**src/hdl/fmhp_pkg.sv**
```systemverilog
// Package for the framed message header parser.
// Holds phase codes, status codes, register indexes and reset values.
// No dependencies; imported by the parser, both checkers and the testbench.
package fmhp_pkg;

  // Width of the frame byte counter; prefixes above its range are rejected.
  localparam int unsigned FrameCountBits = 24;
  localparam logic [32:0] FrameCap = (33'd1 << FrameCountBits) - 33'd1;

  // Configuration port.
  localparam int unsigned CfgIdxBits  = 2;
  localparam int unsigned CfgDataBits = 24;

  localparam logic [CfgIdxBits-1:0] CfgMaxFrame    = 2'd0;
  localparam logic [CfgIdxBits-1:0] CfgPrioLow     = 2'd1;
  localparam logic [CfgIdxBits-1:0] CfgPrioHigh    = 2'd2;
  localparam logic [CfgIdxBits-1:0] CfgPrioDefault = 2'd3;

  localparam logic [23:0] MaxFrameReset   = 24'(8 * 1024 * 1024);
  localparam logic [7:0]  PrioLowReset    = 8'd0;
  localparam logic [7:0]  PrioHighReset   = 8'd3;
  localparam logic [7:0]  PrioDefaultReset = 8'd2;

  // Parse phases; the phase is also the field code of the result.
  localparam logic [3:0] PhPrefix  = 4'd0;
  localparam logic [3:0] PhMagic   = 4'd1;
  localparam logic [3:0] PhVersion = 4'd2;
  localparam logic [3:0] PhType    = 4'd3;
  localparam logic [3:0] PhSeq     = 4'd4;
  localparam logic [3:0] PhTime    = 4'd5;
  localparam logic [3:0] PhSrcLen  = 4'd6;
  localparam logic [3:0] PhSrcStr  = 4'd7;
  localparam logic [3:0] PhDstLen  = 4'd8;
  localparam logic [3:0] PhDstStr  = 4'd9;
  localparam logic [3:0] PhPrio    = 4'd10;
  localparam logic [3:0] PhSize    = 4'd11;
  localparam logic [3:0] PhSum     = 4'd12;
  localparam logic [3:0] PhPayload = 4'd13;
  localparam logic [3:0] PhTrail   = 4'd14;

  // Frame status codes.
  localparam logic [1:0] StOk       = 2'd0;
  localparam logic [1:0] StBadLen   = 2'd1;
  localparam logic [1:0] StTrunc    = 2'd2;
  localparam logic [1:0] StOversize = 2'd3;

  // Number of bytes in each fixed-size big-endian field.
  function automatic logic [3:0] field_bytes(input logic [3:0] phase);
    logic [3:0] n;
    unique case (phase)
      PhPrefix, PhMagic, PhSeq, PhSize, PhSum: n = 4'd4;
      PhVersion, PhType:                       n = 4'd2;
      PhTime:                                  n = 4'd8;
      PhSrcLen, PhDstLen, PhPrio:              n = 4'd1;
      default:                                 n = 4'd0;
    endcase
    return n;
  endfunction

endpackage

```
**src/hdl/framed_message_header_parser.sv**
```systemverilog
// Top level of the framed message header parser.
// Depends on fmhp_pkg for phase and status codes and register resets.
//
// The parser takes one byte of a length-prefixed frame stream per item and
// returns one result item per byte: the byte, its field code, the value
// assembled so far, and the frame status. It accepts a new byte in every
// cycle while the result side is not stalled; a byte passes an input
// register and then the phase logic writes the result register, once the
// result side can take it. The sustained rate of one item per cycle, when
// the result side does not stall, is set by the parse state update.
// Stalls on the result side back up into the input register before input
// ready falls. Configuration registers are written through cfg_we_i,
// cfg_idx_i and cfg_data_i and take effect for the next byte.
module framed_message_header_parser (
  input  logic                                clk_i,
  input  logic                                rst_ni,
  input  logic                                cfg_we_i,
  input  logic [fmhp_pkg::CfgIdxBits-1:0]     cfg_idx_i,
  input  logic [fmhp_pkg::CfgDataBits-1:0]    cfg_data_i,
  input  logic                                in_valid_i,
  output logic                                in_ready_o,
  input  logic [7:0]                          stream_byte_i,
  output logic                                out_valid_o,
  input  logic                                out_ready_i,
  output logic [7:0]                          byte_echo_o,
  output logic [3:0]                          field_code_o,
  output logic [63:0]                         field_value_o,
  output logic                                field_done_o,
  output logic                                frame_end_o,
  output logic [1:0]                          frame_status_o
);
  import fmhp_pkg::*;

  // Configuration registers.
  logic [23:0] max_frame_q;
  logic [7:0]  prio_low_q, prio_high_q, prio_default_q;

  // Input register.
  logic       in_vld_q;
  logic [7:0] in_byte_q;

  // Parse state.
  logic [3:0]                phase_q, phase_d;
  logic [7:0]                bif_q, bif_d;
  logic [7:0]                slen_q, slen_d;
  logic [FrameCountBits-1:0] frem_q, frem_d;
  logic [63:0]               acc_q, acc_d;
  logic [31:0]               prem_q, prem_d;
  logic [1:0]                err_q, err_d;

  // Result register.
  logic        out_vld_q;
  logic [7:0]  echo_q;
  logic [3:0]  code_q, code_d;
  logic [63:0] value_q, value_d;
  logic        done_q, done_d;
  logic        end_q, end_d;
  logic [1:0]  status_q;

  logic advance;

  assign advance    = in_vld_q && (!out_vld_q || out_ready_i);
  assign in_ready_o = !in_vld_q || advance;

  always_ff @(posedge clk_i or negedge rst_ni) begin
    if (!rst_ni) begin
      max_frame_q    <= MaxFrameReset;
      prio_low_q     <= PrioLowReset;
      prio_high_q    <= PrioHighReset;
      prio_default_q <= PrioDefaultReset;
    end else if (cfg_we_i) begin
      unique case (cfg_idx_i)
        CfgMaxFrame:    max_frame_q    <= cfg_data_i[23:0];
        CfgPrioLow:     prio_low_q     <= cfg_data_i[7:0];
        CfgPrioHigh:    prio_high_q    <= cfg_data_i[7:0];
        CfgPrioDefault: prio_default_q <= cfg_data_i[7:0];
        default: ;
      endcase
    end
  end

  always_ff @(posedge clk_i or negedge rst_ni) begin
    if (!rst_ni) begin
      in_vld_q <= 1'b0;
    end else if (in_ready_o) begin
      in_vld_q <= in_valid_i;
    end
  end

  always_ff @(posedge clk_i) begin
    if (in_ready_o && in_valid_i) begin
      in_byte_q <= stream_byte_i;
    end
  end

  always_comb begin
    logic [7:0]                b;
    logic [7:0]                bif_inc;
    logic [31:0]               len;
    logic                      len_bad;
    logic                      last;
    logic [FrameCountBits-1:0] frem_dec;
    logic [3:0]                np;
    logic [63:0]               acc_sh;
    logic [31:0]               prem_dec;
    logic                      prio_bad;

    b        = in_byte_q;
    bif_inc  = bif_q + 8'd1;
    len      = {acc_q[23:0], b};
    len_bad  = (len == 32'd0) || (len > {8'd0, max_frame_q}) || ({1'b0, len} > FrameCap);
    last     = (frem_q[FrameCountBits-1:1] == '0);
    frem_dec = last ? '0 : frem_q - FrameCountBits'(1);
    acc_sh   = {acc_q[55:0], b};
    prem_dec = (prem_q != 32'd0) ? prem_q - 32'd1 : 32'd0;
    prio_bad = (b < prio_low_q) || (b > prio_high_q);
    np       = phase_q;

    phase_d = phase_q;
    bif_d   = bif_q;
    slen_d  = slen_q;
    frem_d  = frem_q;
    acc_d   = acc_q;
    prem_d  = prem_q;
    err_d   = err_q;
    code_d  = phase_q;
    value_d = 64'd0;
    done_d  = 1'b0;
    end_d   = 1'b0;

    if (phase_q == PhPrefix || phase_q > PhTrail) begin
      code_d  = PhPrefix;
      if (bif_q == 8'd0) err_d = StOk;
      value_d = 64'(len);
      acc_d   = 64'(len);
      bif_d   = bif_inc;
      phase_d = PhPrefix;
      if (bif_inc >= {4'd0, field_bytes(PhPrefix)}) begin
        done_d = 1'b1;
        bif_d  = 8'd0;
        acc_d  = 64'd0;
        if (len_bad) begin
          err_d = StBadLen;
          end_d = 1'b1;
        end else begin
          frem_d  = len[FrameCountBits-1:0];
          phase_d = PhMagic;
        end
      end
    end else begin
      frem_d = frem_dec;
      case (phase_q)
        PhSrcLen, PhDstLen: begin
          value_d = 64'(b);
          done_d  = 1'b1;
          slen_d  = b;
          bif_d   = 8'd0;
          // An empty id skips its string phase.
          np      = (b != 8'd0) ? phase_q + 4'd1 : phase_q + 4'd2;
        end
        PhSrcStr, PhDstStr: begin
          value_d = 64'(bif_q);
          bif_d   = bif_inc;
          if (bif_inc >= slen_q || bif_inc == 8'd0) begin
            bif_d = 8'd0;
            np    = phase_q + 4'd1;
          end
        end
        PhPrio: begin
          value_d = 64'(prio_bad ? prio_default_q : b);
          done_d  = 1'b1;
          np      = PhSize;
        end
        PhPayload: begin
          value_d = acc_q;
          acc_d   = acc_q + 64'd1;
          prem_d  = prem_dec;
          if (prem_dec == 32'd0) begin
            acc_d = 64'd0;
            np    = PhTrail;
          end
        end
        PhTrail: begin
          value_d = acc_q;
          acc_d   = acc_q + 64'd1;
        end
        default: begin
          value_d = acc_sh;
          acc_d   = acc_sh;
          bif_d   = bif_inc;
          if (bif_inc >= {4'd0, field_bytes(phase_q)}) begin
            done_d = 1'b1;
            bif_d  = 8'd0;
            acc_d  = 64'd0;
            case (phase_q)
              PhSize: begin
                prem_d = acc_sh[31:0];
                np     = PhSum;
              end
              PhSum: begin
                if (prem_q > 32'(frem_dec)) err_d = StOversize;
                np = (prem_q == 32'd0) ? PhTrail : PhPayload;
              end
              PhTime:  np = PhSrcLen;
              default: np = phase_q + 4'd1;
            endcase
          end
        end
      endcase
      phase_d = np;

      // The frame ends here; a header still in progress is truncated.
      if (last) begin
        end_d = 1'b1;
        if (np >= PhMagic && np <= PhSum) err_d = StTrunc;
        phase_d = PhPrefix;
        bif_d   = 8'd0;
        slen_d  = 8'd0;
        frem_d  = '0;
        acc_d   = 64'd0;
        prem_d  = 32'd0;
      end
    end
  end

  always_ff @(posedge clk_i or negedge rst_ni) begin
    if (!rst_ni) begin
      phase_q <= PhPrefix;
      bif_q   <= 8'd0;
      slen_q  <= 8'd0;
      frem_q  <= '0;
      acc_q   <= 64'd0;
      prem_q  <= 32'd0;
      err_q   <= StOk;
    end else if (advance) begin
      phase_q <= phase_d;
      bif_q   <= bif_d;
      slen_q  <= slen_d;
      frem_q  <= frem_d;
      acc_q   <= acc_d;
      prem_q  <= prem_d;
      err_q   <= err_d;
    end
  end

  always_ff @(posedge clk_i or negedge rst_ni) begin
    if (!rst_ni) begin
      out_vld_q <= 1'b0;
    end else if (advance) begin
      out_vld_q <= 1'b1;
    end else if (out_ready_i) begin
      out_vld_q <= 1'b0;
    end
  end

  always_ff @(posedge clk_i) begin
    if (advance) begin
      echo_q   <= in_byte_q;
      code_q   <= code_d;
      value_q  <= value_d;
      done_q   <= done_d;
      end_q    <= end_d;
      status_q <= err_d;
    end
  end

  assign out_valid_o    = out_vld_q;
  assign byte_echo_o    = echo_q;
  assign field_code_o   = code_q;
  assign field_value_o  = value_q;
  assign field_done_o   = done_q;
  assign frame_end_o    = end_q;
  assign frame_status_o = status_q;

endmodule

```
**config.mk**
```make
export PLATFORM = sky130hd
export DESIGN_NAME = framed_message_header_parser
export DESIGN_NICKNAME = d
export VERILOG_FILES = /design/src/hdl/fmhp_pkg.sv /design/src/hdl/framed_message_header_parser.sv
export SDC_FILE = /design/constraint.sdc
export NUM_CORES = 1
export LEC_CHECK = 0
export ABC_AREA = 1
export BUFFER_PORTS_ARGS = -buffer_cell sky130_fd_sc_hd__buf_2
export CAP_MARGIN = 15
export CORE_AREA = 2 2 218 220
export CTS_BUF_LIST = sky130_fd_sc_hd__clkbuf_16
export DETAILED_ROUTE_END_ITERATION = 10
export DIE_AREA = 0 0 220 222
export PLACE_DENSITY = 0.64
export SYNTH_ARGS = -nofsm -noshare
export SYNTH_HDL_FRONTEND = slang
export SYNTH_SLANG_ARGS = --single-unit
```
**constraint.sdc**
```tcl
create_clock -name clk_i -period 3.8 [get_ports clk_i]
set_clock_uncertainty 0.15 [all_clocks]
set_input_delay 0.76 -clock clk_i [delete_from_list [all_inputs] [get_ports clk_i]]
set_output_delay 0.76 -clock clk_i [all_outputs]
set_load 0.1 [all_outputs]
```
# Word-level counts from Yosys, hierarchy flattened
# Memory sizes are Yosys's and may differ from the RTL's.
# Cells that the tools add are included.
# word_totals
reg_bits,280
latch_bits,0
ramBits,0
mem_bits_ro,64
input_bits,39
wordCells,163
n_memories,1
# mem_list
memory,words,word_bits,rd,rd_ports_with_merged_regs,write_ports,line,text
(name not given),16,4,1,0,0,fmhp_pkg.sv:50,unique case (phase)
# classes
addsub,6
n_mul,0
div_mod_pow,0
magnitude_cmp,11
n_eq_ne,18
shifts,0
muxes,61
bitwise_logic,1
reduce_logical,44
# op_table
operator,count
$mux W64,4
$pmux W64 S4,1
$mux W32,6
$pmux W64 S3,1
$mux W24,5
$logic_not A32 Y1,3
$add A64 B1 Y64 const B,1
$gt A32 B24 Y1,2
$mux W8,8
$pmux W32 S2,1
$mux W4,9
$gt A32 B24 Y1 const B,1
$reduce_bool A32 Y1,1
$sub A32 B1 Y32 const B,1
$eq A4 B4 Y1 const B,7
$pmux W8 S3,1
$sub A24 B1 Y24 const B,1
$logic_not A23 Y1,1
$mux W2,11
$pmux W4 S5,1
$logic_not A8 Y1,2
$eq A4 B3 Y1 const B,3
$pmux W4 S3,1
$reduce_and A2 Y1,6
other kinds (35),63

# Longest topological paths before layout
# depth
word_depth,13
depth_mapped,30

# Worst setup path before layout
# Ideal clock, no wire load.
# synth_timing
path_type,register to register
startpoint,"reg out_vld_q, in the netlist out_valid_o"
endpoint,reg bif_q[0]
setup_ns,0.141
t_arrival_ns,4.070
t_required_ns,3.509
path_slack_ns,-0.561
stages_incl_launch_ff,8
path_buffers,0
synth_period_minus_slack_ns,4.361
path_cell_list,dfrtp_1 -> nand2_1 -> nand2_1 -> clkinv_1 -> o21ai_0 -> inv_1 -> o21ai_0 -> o21ai_0
# synth_via
elab_chain_len,4
# synth_rtl
element,line,text
start: declaration,framed_message_header_parser.sv:52,logic out_vld_q;
start signal: assignment,framed_message_header_parser.sv:248,out_vld_q <= 1'b0;
start signal: assignment,framed_message_header_parser.sv:250,out_vld_q <= 1'b1;
start signal: assignment,framed_message_header_parser.sv:252,out_vld_q <= 1'b0;
$logic_not A1 Y1,framed_message_header_parser.sv:62,assign advance = in_vld_q && (!out_vld_q || out_ready_i);
$logic_or A1 B1 Y1,framed_message_header_parser.sv:62,
$logic_and A1 B1 Y1,framed_message_header_parser.sv:62,
named net advance,framed_message_header_parser.sv:60,logic advance;
$reduce_and A2 Y1 (no source line),--,
end signal: assignment,framed_message_header_parser.sv:237,bif_q <= bif_d;
end: declaration,framed_message_header_parser.sv:44,"logic [7:0] bif_q, bif_d;"
# The timed path passes the listed nets, and every way through them passes these cells.
# A chain may end at the register's enable or synchronous reset.

# Worst setup path in the final report
# layout_timing
startpoint,reg frem_q[1]
endpoint,"reg status_q[0], in the netlist frame_status_o[0], data pin"
# layout_via
elab_chain_len,10
# layout_rtl
element,line,text
start: declaration,framed_message_header_parser.sv:46,"logic [FrameCountBits-1:0] frem_q, frem_d;"
start signal: assignment,framed_message_header_parser.sv:239,frem_q <= frem_d;
$sub A24 B1 Y24 / $logic_not A23 Y1 (equally long branches),"framed_message_header_parser.sv:113, framed_message_header_parser.sv:112",
$mux W24,framed_message_header_parser.sv:113,frem_dec = last ? '0 : frem_q - FrameCountBits'(1);
$gt A32 B24 Y1,framed_message_header_parser.sv:201,if (prem_q > 32'(frem_dec)) err_d = StOversize;
$mux W2,framed_message_header_parser.sv:201,
$mux W2,framed_message_header_parser.sv:195,case (phase_q)
$mux W2,framed_message_header_parser.sv:191,"if (bif_inc >= {4'd0, field_bytes(phase_q)}) begin"
$mux W2,framed_message_header_parser.sv:152,case (phase_q)
$mux W2,framed_message_header_parser.sv:215,if (np >= PhMagic && np <= PhSum) err_d = StTrunc;
$mux W2 *,framed_message_header_parser.sv:213,if (last) begin
$mux W2 *,framed_message_header_parser.sv:131,if (phase_q == PhPrefix || phase_q > PhTrail) begin
named net err_d[0],framed_message_header_parser.sv:49,"logic [1:0] err_q, err_d;"
end signal: assignment,framed_message_header_parser.sv:263,status_q <= err_d;
end: declaration,framed_message_header_parser.sv:58,logic [1:0] status_q;
# The timed path passes the listed nets; every way through them passes the cells marked *.

==> summary.txt <==
Clocking
  – CTS Hold Bufs: 0
  – Clock-pin slew on the worst setup and hold paths: 0.06 ns
  – Clk_lat worst skew: 0.59 ns
  – Clock Tree Buf Depth: 3
  – Clk sinks: 280
  – Clock root buffer: clkbuf_16
  – Inserted Clock Buffers: 31
  – Max H-tree Level: 1
  – CTS tree: done

Final layout
  – Layout Cells excl Fill: 3186
  – Final instance area: 0.0215 sq mm
  – Most frequent cells in the layout: 411 x nand2_1, 291 x o21ai_0, 287 x inv_1, 228 x nor2_1, 188 x dfrtp_1
  – Register area: 0.00745 sq mm
  – Share of layout cells above drive strength 1: 0.142
  – Diodes inserted: 0
  – Final Net Count: 2682
  – Fill cell count: 4559
  – Commonest non-fill, non-tap cell in the layout: nand2_1
  – Multi-input logic area: 0.00956 sq mm
  – Area Overhead vs Synth: 16.6%

Routing
  – Iter 0 DRT Violations: 2119
  – Drt wl/cell: 20.1 um
  – Vias: 18200
  – Met3 Wirelength: ~5.9 mm
  – # DRC: 0
  – Top Layer Used: met4
  – Routed vias/inst: 5.72
  – Met2 routed WL: between 20 and 30 mm
  – Final ANT Viol Nets: 0
  – WL final: ~64 mm
  – Metal-1 WL: 27.9 mm
  – Pre-antenna DRT Iters: 5

Placed design
  – HPWL after DPL: 46.8 mm
  – Dpl ws: -0.189 ns
  – GPL Wtd Cong: 0.969
  – I/O Buffers: 120
  – Placed cell count: roughly 3100
  – DP Area: roughly 0.02 sq mm

Worst setup path
  – CP peak stage delay: 0.38 ns
  – Kind of critical path: flip-flop to flip-flop
  – Worst R2R Path Depth: 28
  – Critical register-to-register path endpoint: frame_status_o[0]
  – CP delay by family, top: simple AND/OR/NAND/NOR gates
  – Reg2reg setup slack: 0.02 ns
  – Crit path top cell by count: inv_2
  – Critical path peak fanout: 3
  – Bufs and invs on worst path: 7
  – Crit path capture type: flip-flop
  – Req. time, crit path: 3.99 ns
  – Critical path's slowest cell: dfrtp_1
  – Startpoint types: flip-flop
  – Critical Path AT: between 3 and 4 ns
  – R2R Path Start: frem_q[1]

Yosys
  – Ys Warns: 0
  – Synthesized area per cell: 7.69 sq um
  – Netlist cell types: 56
  – Mapped Cells: ~2400
  – Syn Nets: between 2000 and 3000
  – Post-synth EDFFs: 88
  – Flops & latches, synth: 280
  – Syn Std Cell Area: 0.0185 sq mm
  – Main synth FF type: dfrtp_1
  – Synth async-reset ratio: 0.686
  – Register area share after synthesis: 0.403

Global routing
  – Number of global-route vias before repair: approximately 17000
  – First-pass GRT wire length: 99.3 mm
  – Overflow left after global routing: 0
  – Largest net degree at the start of global routing: 71
  – Aggregate global-route resource usage: 0.260
  – Initial antenna violation count: 3

Die
  – Die Ht: ~220 um
  – Rows: between 70 and 80
  – Die area: roughly 0.049 sq mm
  – Die Wd: 220 um
  – Floorplan Core Area: 0.0463 sq mm
  – Starting density of the core: 0.399
  – I/O pin total: approximately 120

Timing
  – Period utilization: 0.994
  – Slew Limit Fails: 0
  – Max_slew headroom: 0.418
  – Final setup vio count: 0
  – Worst-margin pin slew: 0.869 ns
  – Final min period: 3.78 ns
  – Final hold violation count: 0
  – RSZ-0062 raised after global routing: yes
  – Fmax: 0.265 GHz
  – Setup ws final: 0.0246 ns

Outcome
  – Run status: finished clean

Pwr
  – VDD IR max: approximately 0.87 mV
  – Leak: 9.42 nW
  – Pwr Density: 976 mW/mm^2

Hold path
  – HP Class: input pin to asynchronous set/reset pin

Job
  – Max-cap violations: 0
## worst max-delay path by stage
stage	from	endpoint	cells past startpoint
floorplan	frem_q[0]	err_q[0]	30
global placement	frem_q[0]	frame_status_o[0]	28
detailed placement	frem_q[0]	frame_status_o[0]	28
CTS	frem_q[0]	frame_status_o[0]	28
global route	frem_q[1]	frame_status_o[0]	28
finish	frem_q[1]	frame_status_o[0]	28
## timing repair
| action | CTS | global route |
|---|---|---|
| gates resized for setup | 5 | 31 |
| hold endpoints to repair | 0 | 0 |
| setup buffers | 0 | 6 |
| setup endpoints to repair | 4 | 43 |
| pin swaps | 2 | 16 |
| cloned | 0 | 0 |
## power breakdown
group,internal (mW),leakage [nW],switching (mW)
Clock,1.77,0.523,1.33
Sequential,4.43,3.17,1.06
Combinational,3.42,5.72,9.00
## sequential cells by signal, summed over array words and instances (netlist names), 2 cells and up
signal          cells
field_value_o      64
frem_q             24
bif_q               8
frame_status_o      2
in_byte_q           8
err_q               2
slen_q              8
prio_low_q          8
field_code_o        4
byte_echo_o         8
prem_q             32
acc_q              64
phase_q             4
prio_high_q         8
max_frame_q        24
prio_default_q      8
## worst register-to-register path: cells and delay by family, from the launching register on
family | cells | cell delay [ns]
AND/OR/NAND/NOR | 17 | 1.80
buffers and inverters | 7 | 0.53
adder cells (fa/ha/maj) | 2 | 0.43
flip-flops | 1 | 0.38
AO/OA/AOI/OAI | 2 | 0.25
## synthesized netlist by cell type (3+ instances only)
cell type / number / area [sq um]
nor2_1: 238 / 893
a221oi_1: 8 / 70.1
buf_2: 11 / 55.1
nor3_1: 31 / 155
o31ai_1: 4 / 30.0
clkbuf_1: 90 / 338
buf_1: 9 / 33.8
o21ai_1: 9 / 45.0
nand2_1: 416 / 1560
nand4_1: 40 / 250
edfxtp_1: 88 / 2640
clkbuf_2: 3 / 15.0
o22ai_1: 57 / 357
nand3_2: 8 / 80.1
a31oi_1: 31 / 194
a21oi_1: 100 / 500
inv_1: 289 / 1080
nand2_2: 10 / 62.6
dfrtp_1: 188 / 4700
nor2_2: 8 / 50.1
o21a_1: 8 / 60.1
ha_1: 88 / 1100
o21ai_0: 292 / 1460
nor3_2: 5 / 50.1
clkinv_1: 11 / 41.3
o32ai_1: 32 / 280
o2111ai_1: 30 / 263
buf_6: 3 / 33.8
nand3_1: 142 / 711
nor4_1: 31 / 194
xor2_1: 75 / 657
dfstp_2: 4 / 105
o211ai_1: 9 / 67.6
nor2_4: 4 / 45.0
## per-layer routing
layer  up-vias  GRT usage
met1      8648      0.377
met4         0     0.0699
met2       906      0.399
met3       118     0.0417
met5         -          0
li1       8559          -
## cell families after synthesis
family / synth area share
flip-flops: 0.403
adder cells (fa/ha/maj): 0.0596
XOR/XNOR: 0.0365
AO/OA/AOI/OAI: 0.187
buffers and inverters: 0.0874
AND/OR/NAND/NOR: 0.226
## final cells by class
class                   count  share of cell area
multi-input cells        1703               0.444
flip-flops and latches    280               0.346
repair buffers            236              0.0741
inverters                 303              0.0530
clock buffers              31              0.0360
well taps                 607              0.0353
clock inverters            26              0.0116
## stage by stage
stage	power (mW)	TNS (ns)	hold slack (ns)	utilization
2_1_floorplan	13.7	0	0.298	-
3_3_place_gp	17.3	-0.369	0.314	0.440
3_5_place_dp	17.5	-0.675	0.324	0.440
4_1_cts	20.7	0	0.0758	0.463
5_1_grt	22.3	-0.742	0.114	0.466
6_report	21.0	0	0.0708	0.466
(Power assumes the default switching activity.)
